[src/design/mlft_pkg.sv]
// shared types and constants of the mac learning forward table
`timescale 1ns / 1ps

package mlft_pkg;

  // cells reduced by one group stage
  localparam int unsigned GroupSize = 32;

  localparam int unsigned SwitchW = 64;
  localparam int unsigned MacW    = 48;
  localparam int unsigned PortW   = 32;
  localparam int unsigned ActionW = 2;

  localparam logic [MacW-1:0] MacBcast = {MacW{1'b1}};

  // result action codes
  localparam logic [ActionW-1:0] ActDrop    = 2'd0;
  localparam logic [ActionW-1:0] ActUnicast = 2'd1;
  localparam logic [ActionW-1:0] ActFlood   = 2'd2;

  // input beat: one packet event
  typedef struct packed {
    logic [SwitchW-1:0] switch_id;
    logic [MacW-1:0]    source_mac;
    logic [MacW-1:0]    dest_mac;
    logic [PortW-1:0]   in_port;
  } in_beat_t;

  // output beat: forwarding decision
  typedef struct packed {
    logic [ActionW-1:0] action;
    logic [PortW-1:0]   out_port;
  } out_beat_t;

  // one table entry as held in a cell
  typedef struct packed {
    logic               valid;
    logic [SwitchW-1:0] switch_id;
    logic [MacW-1:0]    mac;
    logic [PortW-1:0]   port;
  } entry_t;

  // control broadcast to every cell
  typedef struct packed {
    logic cmp;
    logic shift;
    logic upd;
  } cell_ctrl_t;

  // registered summary of one group of cells
  typedef struct packed {
    logic             any_learn;
    logic             any_dest;
    logic [PortW-1:0] port;
  } grp_sum_t;

  // sequencer states
  typedef enum logic [3:0] {
    StIdle = 4'b0001,
    StCmp  = 4'b0010,
    StRed  = 4'b0100,
    StFin  = 4'b1000
  } state_e;

endpackage

[src/design/mlft_cell.sv]
// one table entry with its key comparators, shifting into its neighbour
`timescale 1ns / 1ps

module mlft_cell (
  input  logic                clk_i,
  input  logic                rst_ni,
  input  mlft_pkg::cell_ctrl_t ctrl_i,
  input  mlft_pkg::in_beat_t  key_i,
  input  mlft_pkg::entry_t    prev_i,
  output mlft_pkg::entry_t    entry_o,
  output logic                match_learn_o,
  output logic                match_dest_o
);

  logic                         valid_q;
  logic [mlft_pkg::SwitchW-1:0] switch_q;
  logic [mlft_pkg::MacW-1:0]    mac_q;
  logic [mlft_pkg::PortW-1:0]   port_q;
  logic                         match_learn_q, match_learn_d;
  logic                         match_dest_q, match_dest_d;

  // key compare against the stored entry
  assign match_learn_d = valid_q && (switch_q == key_i.switch_id) &&
                         (mac_q == key_i.source_mac);
  assign match_dest_d  = valid_q && (switch_q == key_i.switch_id) &&
                         (mac_q == key_i.dest_mac);

  // valid bit, cleared at reset, follows the shift
  always_ff @(posedge clk_i or negedge rst_ni) begin
    if (!rst_ni) begin
      valid_q <= 1'b0;
    end else if (ctrl_i.shift) begin
      valid_q <= prev_i.valid;
    end
  end

  // entry payload: shift from the neighbour or update the port in place
  always_ff @(posedge clk_i) begin
    if (ctrl_i.shift) begin
      switch_q <= prev_i.switch_id;
      mac_q    <= prev_i.mac;
      port_q   <= prev_i.port;
    end else if (ctrl_i.upd && match_learn_q) begin
      port_q <= key_i.in_port;
    end
  end

  // registered match flags
  always_ff @(posedge clk_i) begin
    if (ctrl_i.cmp) begin
      match_learn_q <= match_learn_d;
      match_dest_q  <= match_dest_d;
    end
  end

  assign entry_o.valid     = valid_q;
  assign entry_o.switch_id = switch_q;
  assign entry_o.mac       = mac_q;
  assign entry_o.port      = port_q;
  assign match_learn_o     = match_learn_q;
  assign match_dest_o      = match_dest_q;

endmodule

[src/design/mlft_group.sv]
// registered reduction of the match flags and hit port over a group of cells
`timescale 1ns / 1ps

module mlft_group #(
  parameter int unsigned N = 32
) (
  input  logic                                clk_i,
  input  logic                                en_i,
  input  logic [N-1:0]                        match_learn_i,
  input  logic [N-1:0]                        match_dest_i,
  input  logic [N-1:0][mlft_pkg::PortW-1:0]   port_i,
  output mlft_pkg::grp_sum_t                  sum_o
);

  mlft_pkg::grp_sum_t sum_q, sum_d;

  // or of flags, and-or select of the destination port
  always_comb begin
    sum_d.any_learn = |match_learn_i;
    sum_d.any_dest  = |match_dest_i;
    sum_d.port      = '0;
    for (int unsigned i = 0; i < N; i++) begin
      sum_d.port = sum_d.port | (port_i[i] & {mlft_pkg::PortW{match_dest_i[i]}});
    end
  end

  always_ff @(posedge clk_i) begin
    if (en_i) begin
      sum_q <= sum_d;
    end
  end

  assign sum_o = sum_q;

endmodule

[src/design/mac_learning_forward_table.sv]
// top level of the mac learning forward table
`timescale 1ns / 1ps

// Per-switch MAC learning and forwarding. Each input beat is one packet event and gives exactly
// one output beat: drop for a broadcast source, unicast to the learned port on a destination hit,
// flood on a miss. The table is a chain of ENTRIES cells, newest at cell 0; a new key shifts the
// chain by one and drops the tail entry, a known key updates its port in place. From acceptance
// to its result being loaded, an item steps through accept, compare in all cells at once,
// a registered or-reduction per group of 32 cells, then the final combine with the table
// write-back. in_ready_o is high only between items, and the result waits in an output register,
// so a stalled output delays only the write-back cycle. The table is empty right after reset;
// there is no clearing pass.
module mac_learning_forward_table #(
  parameter int unsigned ENTRIES = 16
) (
  input  logic                clk_i,
  input  logic                rst_ni,
  input  logic                in_valid_i,
  output logic                in_ready_o,
  input  mlft_pkg::in_beat_t  in_data_i,
  output logic                out_valid_o,
  input  logic                out_ready_i,
  output mlft_pkg::out_beat_t out_data_o
);

  localparam int unsigned NGroups = (ENTRIES + mlft_pkg::GroupSize - 1) / mlft_pkg::GroupSize;

  mlft_pkg::state_e   state_q, state_d;
  mlft_pkg::in_beat_t key_q;
  logic               out_valid_q, out_valid_d;
  mlft_pkg::out_beat_t out_q, out_d;

  mlft_pkg::cell_ctrl_t ctrl;
  mlft_pkg::entry_t     new_entry;
  mlft_pkg::entry_t     cell_entry [ENTRIES];
  logic [ENTRIES-1:0]   match_learn;
  logic [ENTRIES-1:0]   match_dest;
  logic [ENTRIES-1:0][mlft_pkg::PortW-1:0] cell_port;
  mlft_pkg::grp_sum_t   grp_sum [NGroups];

  logic                         in_fire;
  logic                         commit;
  logic                         any_learn, any_dest;
  logic [mlft_pkg::PortW-1:0]   dest_port;
  logic                         bcast, self_hit, evicted;

  assign in_ready_o = (state_q == mlft_pkg::StIdle);
  assign in_fire    = in_valid_i && in_ready_o;
  assign commit     = (state_q == mlft_pkg::StFin) && (!out_valid_q || out_ready_i);

  // sequencer
  always_comb begin
    state_d = state_q;
    unique case (state_q)
      mlft_pkg::StIdle: if (in_fire) state_d = mlft_pkg::StCmp;
      mlft_pkg::StCmp:  state_d = mlft_pkg::StRed;
      mlft_pkg::StRed:  state_d = mlft_pkg::StFin;
      mlft_pkg::StFin:  if (commit) state_d = mlft_pkg::StIdle;
      default:          state_d = mlft_pkg::StIdle;
    endcase
  end

  always_ff @(posedge clk_i or negedge rst_ni) begin
    if (!rst_ni) begin
      state_q     <= mlft_pkg::StIdle;
      out_valid_q <= 1'b0;
    end else begin
      state_q     <= state_d;
      out_valid_q <= out_valid_d;
    end
  end

  // accepted beat held as the lookup key
  always_ff @(posedge clk_i) begin
    if (in_fire) begin
      key_q <= in_data_i;
    end
  end

  // cell chain, new entry enters at cell 0
  assign new_entry.valid     = 1'b1;
  assign new_entry.switch_id = key_q.switch_id;
  assign new_entry.mac       = key_q.source_mac;
  assign new_entry.port      = key_q.in_port;

  for (genvar i = 0; i < ENTRIES; i++) begin : g_cell
    mlft_pkg::entry_t prev;
    if (i == 0) begin : g_head
      assign prev = new_entry;
    end else begin : g_body
      assign prev = cell_entry[i-1];
    end
    mlft_cell u_cell (
      .clk_i         (clk_i),
      .rst_ni        (rst_ni),
      .ctrl_i        (ctrl),
      .key_i         (key_q),
      .prev_i        (prev),
      .entry_o       (cell_entry[i]),
      .match_learn_o (match_learn[i]),
      .match_dest_o  (match_dest[i])
    );
    assign cell_port[i] = cell_entry[i].port;
  end

  // group reduction stage
  for (genvar g = 0; g < NGroups; g++) begin : g_grp
    localparam int unsigned Lo = g * mlft_pkg::GroupSize;
    localparam int unsigned Sz = (ENTRIES - Lo < mlft_pkg::GroupSize) ?
                                 (ENTRIES - Lo) : mlft_pkg::GroupSize;
    mlft_group #(.N(Sz)) u_grp (
      .clk_i         (clk_i),
      .en_i          (state_q == mlft_pkg::StRed),
      .match_learn_i (match_learn[Lo+Sz-1:Lo]),
      .match_dest_i  (match_dest[Lo+Sz-1:Lo]),
      .port_i        (cell_port[Lo+Sz-1:Lo]),
      .sum_o         (grp_sum[g])
    );
  end

  // combine the group summaries
  always_comb begin
    any_learn = 1'b0;
    any_dest  = 1'b0;
    dest_port = '0;
    for (int unsigned g = 0; g < NGroups; g++) begin
      any_learn = any_learn | grp_sum[g].any_learn;
      any_dest  = any_dest | grp_sum[g].any_dest;
      dest_port = dest_port | grp_sum[g].port;
    end
  end

  // decision: learning runs before the lookup, so a new key evicts the tail first
  assign bcast    = (key_q.source_mac == mlft_pkg::MacBcast);
  assign self_hit = (key_q.dest_mac == key_q.source_mac);
  assign evicted  = !any_learn && match_dest[ENTRIES-1];

  always_comb begin
    if (bcast) begin
      out_d.action   = mlft_pkg::ActDrop;
      out_d.out_port = '0;
    end else if (self_hit) begin
      out_d.action   = mlft_pkg::ActUnicast;
      out_d.out_port = key_q.in_port;
    end else if (any_dest && !evicted) begin
      out_d.action   = mlft_pkg::ActUnicast;
      out_d.out_port = dest_port;
    end else begin
      out_d.action   = mlft_pkg::ActFlood;
      out_d.out_port = '0;
    end
  end

  // cell control
  assign ctrl.cmp   = (state_q == mlft_pkg::StCmp);
  assign ctrl.shift = commit && !bcast && !any_learn;
  assign ctrl.upd   = commit && !bcast && any_learn;

  // output register
  assign out_valid_d = commit || (out_valid_q && !out_ready_i);

  always_ff @(posedge clk_i) begin
    if (commit) begin
      out_q <= out_d;
    end
  end

  assign out_valid_o = out_valid_q;
  assign out_data_o  = out_q;

endmodule

[config.mk]
export PLATFORM = sky130hd
export DESIGN_NAME = mac_learning_forward_table
export DESIGN_NICKNAME = d
export VERILOG_FILES = /design/src/design/mlft_pkg.sv /design/src/design/mlft_cell.sv /design/src/design/mlft_group.sv /design/src/design/mac_learning_forward_table.sv
export SDC_FILE = /design/constraint.sdc
export NUM_CORES = 2
export LEC_CHECK = 0
export ABC_AREA = 1
export BUFFER_PORTS_ARGS = -buffer_cell sky130_fd_sc_hd__buf_2
export CAP_MARGIN = 20
export CORE_ASPECT_RATIO = 1.4
export CORE_MARGIN = 10
export CORE_UTILIZATION = 50
export CTS_CLUSTER_DIAMETER = 50
export DETAILED_ROUTE_END_ITERATION = 12
export PLACE_DENSITY = 0.66
export RECOVER_POWER = 100
export SLEW_MARGIN = 40
export SYNTH_ARGS = -nofsm -noshare
export SYNTH_HDL_FRONTEND = slang
export SYNTH_SLANG_ARGS = --single-unit
[constraint.sdc]
create_clock -name clk_i -period 48 [get_ports clk_i]
set_clock_uncertainty 0.1 [all_clocks]
set_input_delay 7.2 -clock clk_i [delete_from_list [all_inputs] [get_ports clk_i]]
set_output_delay 7.2 -clock clk_i [all_outputs]
set_load 0.1 [all_outputs]
# == Word level (Yosys, flattened, before mapping) ==
# Index checks and enable logic that the tools add are counted.
# op_classes
eq_ne,56
n_reduce_logical,99
n_mux,37
bitwise_logic,31
# ops
op,count
$eq 48x48->1,33
$eq 64x64->1,16
$mux 32,32
$and 32x32->32,16
$or 32x32->32,15
$logic_and 1x1->1,72
$eq 48x48->1 const B,1
$mux 34,1
$mux 33,1
$reduce_bool 2->1,16
$reduce_or 16->1,2
$pmux 4 s4,1
$mux 4,2
$logic_not 1->1,5
$eq 4x1->1 const B,1
$eq 4x2->1 const B,1
$eq 4x3->1 const B,1
$eq 4x4->1 const B,1
$logic_or 1x1->1,2
$ne 2x1->1 const B,1
$ne 2x2->1 const B,1
$reduce_and 2->1,1
$reduce_or 2->1,1
# totals
inputBits,196
reg_bits,2617
elab_cells,331
out_inout_bits,36

# == Logic depth before layout (Yosys ltp) ==
# depth
depth_word,16
mapped_depth,14
mapped_depth_nobuf,12

# == Hierarchy ==
# From an unflattened synthesis, not the netlist that was laid out.
# hier_totals
hier_cells,14023
hier_area_um2,131339.7
# by_module_without_submodules
mod,instances,cells_each,seq_area_each_um2,area_per_inst_um2
mlft_cell,16,753,4409.2,7247.0
mac_learning_forward_table,1,727,6912.9,9130.0
mlft_group,1,1248,1021.0,6258.5

# == Worst setup path before layout ==
# No wires, ideal clock.
# synth_path
path_type,input to register
startpoint,in out_ready_i
endpoint,"reg g_cell[0].u_cell.mac_q[0] in the netlist's numbering, enable pin"
n_path_buf,2
setup_ps,2121
required_ps,45779
setup_slack_ps,3323
arrival_ps,42456
stages,6
path_cell_list,nor2_1 nor2_2 nand3_2 buf_4 buf_2 inv_1
# synth_lines
element,line_no,text
"start, declared",mac_learning_forward_table.sv:22,"input logic out_ready_i,"
"end signal, assigned",mlft_cell.sv:41,mac_q <= prev_i.mac;
"end, declared",mlft_cell.sv:17,logic [mlft_pkg::MacW-1:0] mac_q;

==> insert_results.sql <==
INSERT INTO impl_metrics (metric_group, metric, value, unit) VALUES
('flow_run', 'max_cap_viol_count', '128', ''),
('synth', 'synthesized_netlist_cell_count', '11222', ''),
('timing', 'period_minus_slack', '23.00', 'ns'),
('synth', 'synthTopCellsByCount', '2951 x sky130_fd_sc_hd__nand2_1, 2596 x sky130_fd_sc_hd__edfxtp_1, 1065 x sky130_fd_sc_hd__xnor2_1', ''),
('floorplanning', 'placeableCoreArea', '0.245', 'mm²'),
('floorplanning', 'row_count', '215', ''),
('finish', 'final_layout_size_suffix_gt1_share', '7.18', '%'),
('detailed_routing', 'drtAntennaViolNets', '0', ''),
('critical_path', 'worst_setup_path_end_kind', 'register', ''),
('synth', 'syn_area', '0.124', 'mm²'),
('floorplanning', 'floorplan.initialDensity', '50.3', '%'),
('detailed_routing', 'routed-via-count', '92928', ''),
('synth', 'synth_top_area_share', '63.1', '%'),
('clock_network', 'hold_buffer_count_at_cts', '0', ''),
('critical_path', 'required', '48.29', 'ns'),
('synth', 'synth_edf_count', '2596', ''),
('finish', 'finalInstanceArea', '0.136', 'mm²'),
('run_status', 'status', 'finished, violations left', ''),
('power', 'internal-power', '4.16', 'mW'),
('finish', 'fill_cells', '20888', ''),
('detailed_routing', 'route.detailed.wl_per_inst', '33.5', 'µm'),
('global_routing', 'grt_pass1_wl', '679', 'mm'),
('place', 'port-buffer-count', '231', ''),
('synth', 'synth_flop_cell', 'sky130_fd_sc_hd__edfxtp_1', ''),
('power', 'power_consumption', '6.17', 'mW'),
('synth', 'ys_seq_elements', '2617', ''),
('run_status', 'failing_checks', 'capacitance limit, slew limit', ''),
('detailed_routing', 'detailedRoute.firstIterationViolations', '13441', ''),
('timing', 'rsz0062_at_grt', 'no', ''),
('place', 'pre_cts_ws', '35.24', 'ns'),
('clock_network', 'cts.clk_slew.worst_paths', '0.06', 'ns'),
('synth', 'seq_area_frac_synth', '63.5', '%'),
('power', 'share_clk_of_total_power', '34.2', '%'),
('clock_network', 'cts_bufs_inserted', '278', ''),
('critical_path', 'worst-endpoint-arrival', '23.29', 'ns'),
('clock_network', 'cts.root.buffer_cell', 'sky130_fd_sc_hd__clkbuf_16', ''),
('power', 'p_leak', '46.9', 'nW'),
('clock_network', 'cts_tree', 'done', ''),
('power', 'power_switching_share', '32.6', '%'),
('global_routing', 'antenna_found_initial', '47', ''),
('floorplanning', 'die_width', '440', 'µm'),
('power', 'ir_worst_vdd', '51.5', 'µV'),
('place', 'weighted_congestion_at_the_end_of_routability_driven_global_placement', '1.10', ''),
('critical_path', 'crit_fanout', '105', ''),
('finish', 'post_layout_nets', '11583', ''),
('timing', 'holdWs', '0.341', 'ns'),
('timing', 'setup-tns-final', '0', 'ns'),
('synth', 'synthMostInstantiatedCell', 'sky130_fd_sc_hd__nand2_1', ''),
('synth', 'synth_area_leaders', 'sky130_fd_sc_hd__edfxtp_1 63%, sky130_fd_sc_hd__nand2_1 9.0%, sky130_fd_sc_hd__xnor2_1 7.6%', ''),
('power', 'share_seq_of_total_power', '43.8', '%'),
('synth', 'yosysUniqueCellTypes', '37', ''),
('min_path', 'min_path_type', 'register to register', ''),
('critical_path', 'critical_path_class', 'input pin to register', ''),
('global_routing', 'grt_overflow_total', '0', ''),
('place', 'detailed_place_hpwl', '343', 'mm'),
('place', 'placed_cell_area', '0.129', 'mm²'),
('global_routing', 'vias_in_the_first_global_route', '88589', ''),
('power', 'net-switching-power', '2.01', 'mW'),
('clock_network', 'clock_latency', '0.90', 'ns'),
('clock_network', 'post-cts-setup-buffer-count', '0', ''),
('detailed_routing', 'vias_per_cell', '6.26', ''),
('timing', 'drv_slew', '4571', ''),
('synth', 'synth_area_per_cell', '11.0', 'µm²'),
('detailed_routing', 'routed_wirelength', '497', 'mm'),
('floorplanning', 'fp.dieArea', '0.268', 'mm²'),
('clock_network', 'sink_count', '2617', ''),
('synth', 'syn_nets', '11418', ''),
('finish', 'syn_to_final_growth', '10.4', '%'),
('synth', 'ys.warnings.count', '0', ''),
('detailed_routing', 'drc_errors', '0', ''),
('timing', 'maximum_operating_frequency', '0.0435', 'GHz');
[final cells by class]
type	count	area, µm²	area share [%]
Sequential cell	2617	78500	57.5
Multi-Input combinational cell	7616	41100	30.2
Clock buffer	352	7430	5.44
Tap cell	3255	4070	2.99
Timing Repair Buffer	508	2760	2.02
Inverter	366	1390	1.02
Clock inverter	123	1080	0.793
Antenna cell	19	47.5	0.0349
[state kept, by name (all words and copies together), names as in the netlist]
name,count
out_data_o,34
out_valid_o,1
g_cell.u_cell.switch_q,1024
g_cell.u_cell.match_dest_o,16
g_cell.prev,144
g_cell.u_cell.mac_q,768
state_q,4
key_q,48
g_grp.u_grp.sum_o,34
g_cell.u_cell.match_learn_o,16
g_cell.u_cell.port_q,512
g_cell.u_cell.valid_q,16
[worst max-delay path, cell delays in order]
cell and delay [ns]:
sky130_fd_sc_hd__clkbuf_1 0.11, sky130_fd_sc_hd__nor2_1 0.09, sky130_fd_sc_hd__nor2_4 0.12, sky130_fd_sc_hd__nand3_1 1.33
sky130_fd_sc_hd__clkinvlp_2 3.60, sky130_fd_sc_hd__clkbuf_1 2.76, sky130_fd_sc_hd__clkbuf_1 2.49, sky130_fd_sc_hd__clkbuf_1 2.42
sky130_fd_sc_hd__clkbuf_1 2.85
[stage by stage]
step,std cells,utilization (%)
global placement,14341,52.2
CTS,14829,55.9
floorplan,11222,-
global route,14841,55.6
detailed placement,14354,52.4
finish,14856,55.6
[power by group through the flow]
stage	registers, mW	logic, mW	clock network (mW)
after floorplan	2.77	0.762	0
after global placement	2.75	1.27	0
after detailed placement	2.74	1.30	0
after CTS	2.69	1.31	2.11
after global routing	2.71	1.40	2.20
final	2.70	1.36	2.11
[per-layer routing]
metal	global-route usage (%)	vias to the layer above	share of wire, %
met5	0	-	0.030
met4	26.1	24	9.2
met3	9.45	1740	12
met2	54.3	6585	44
met1	44.5	45504	35
li1	-	39075	-
[cells in the final DEF (no fill, tap or decap), drive strengths merged]
cell type	count
diode	19
o22ai	174
edfxtp	2596
xnor2	1065
o21ai	458
buf	316
clkinv	110
a22o	21
or2	49
nor3	287
nand3	296
inv	353
dfrtp	20
or4	11
nand2	2983
nor2	905
dfstp	1
a21boi	1
o211a	1
clkinvlp	12
a221oi	26
nand4	714
clkbuf	544
and2	16
a211oi	10
xor2	542
bufinv	14
a21oi	48
nor4	9
[logic make-up after synthesis]
| family | after synthesis | share of synthesized area, % |
|---|---|---|
| AOI/OAI and AO/OA | 739 | 3.34 |
| xor gates and xnor gates | 1607 | 11.4 |
| buffers and inverters | 989 | 3.33 |
| DFF | 2617 | 63.5 |
| and+or+nand+nor | 5270 | 18.4 |
[worst paths after layout]
kind,slack [ns],depth (start not counted),to,startpoint
worst max-delay path,25.00,9,g_cell[5].u_cell.mac_q[39],out_ready_i
worst min-delay path,0.34,0,g_cell[1].u_cell.switch_q[10],g_cell[0].u_cell.switch_q[10]
worst max register to register,28.47,12,g_cell[5].u_cell.mac_q[39],g_cell[0].prev[47]
worst min register to register,0.34,0,g_cell[1].u_cell.switch_q[10],g_cell[0].u_cell.switch_q[10]
max in group asynchronous,40.43,1,g_cell[4].u_cell.valid_q,rst_ni
min in group asynchronous,6.52,1,state_q[3],rst_ni
Power figures use the tool's default switching activity.
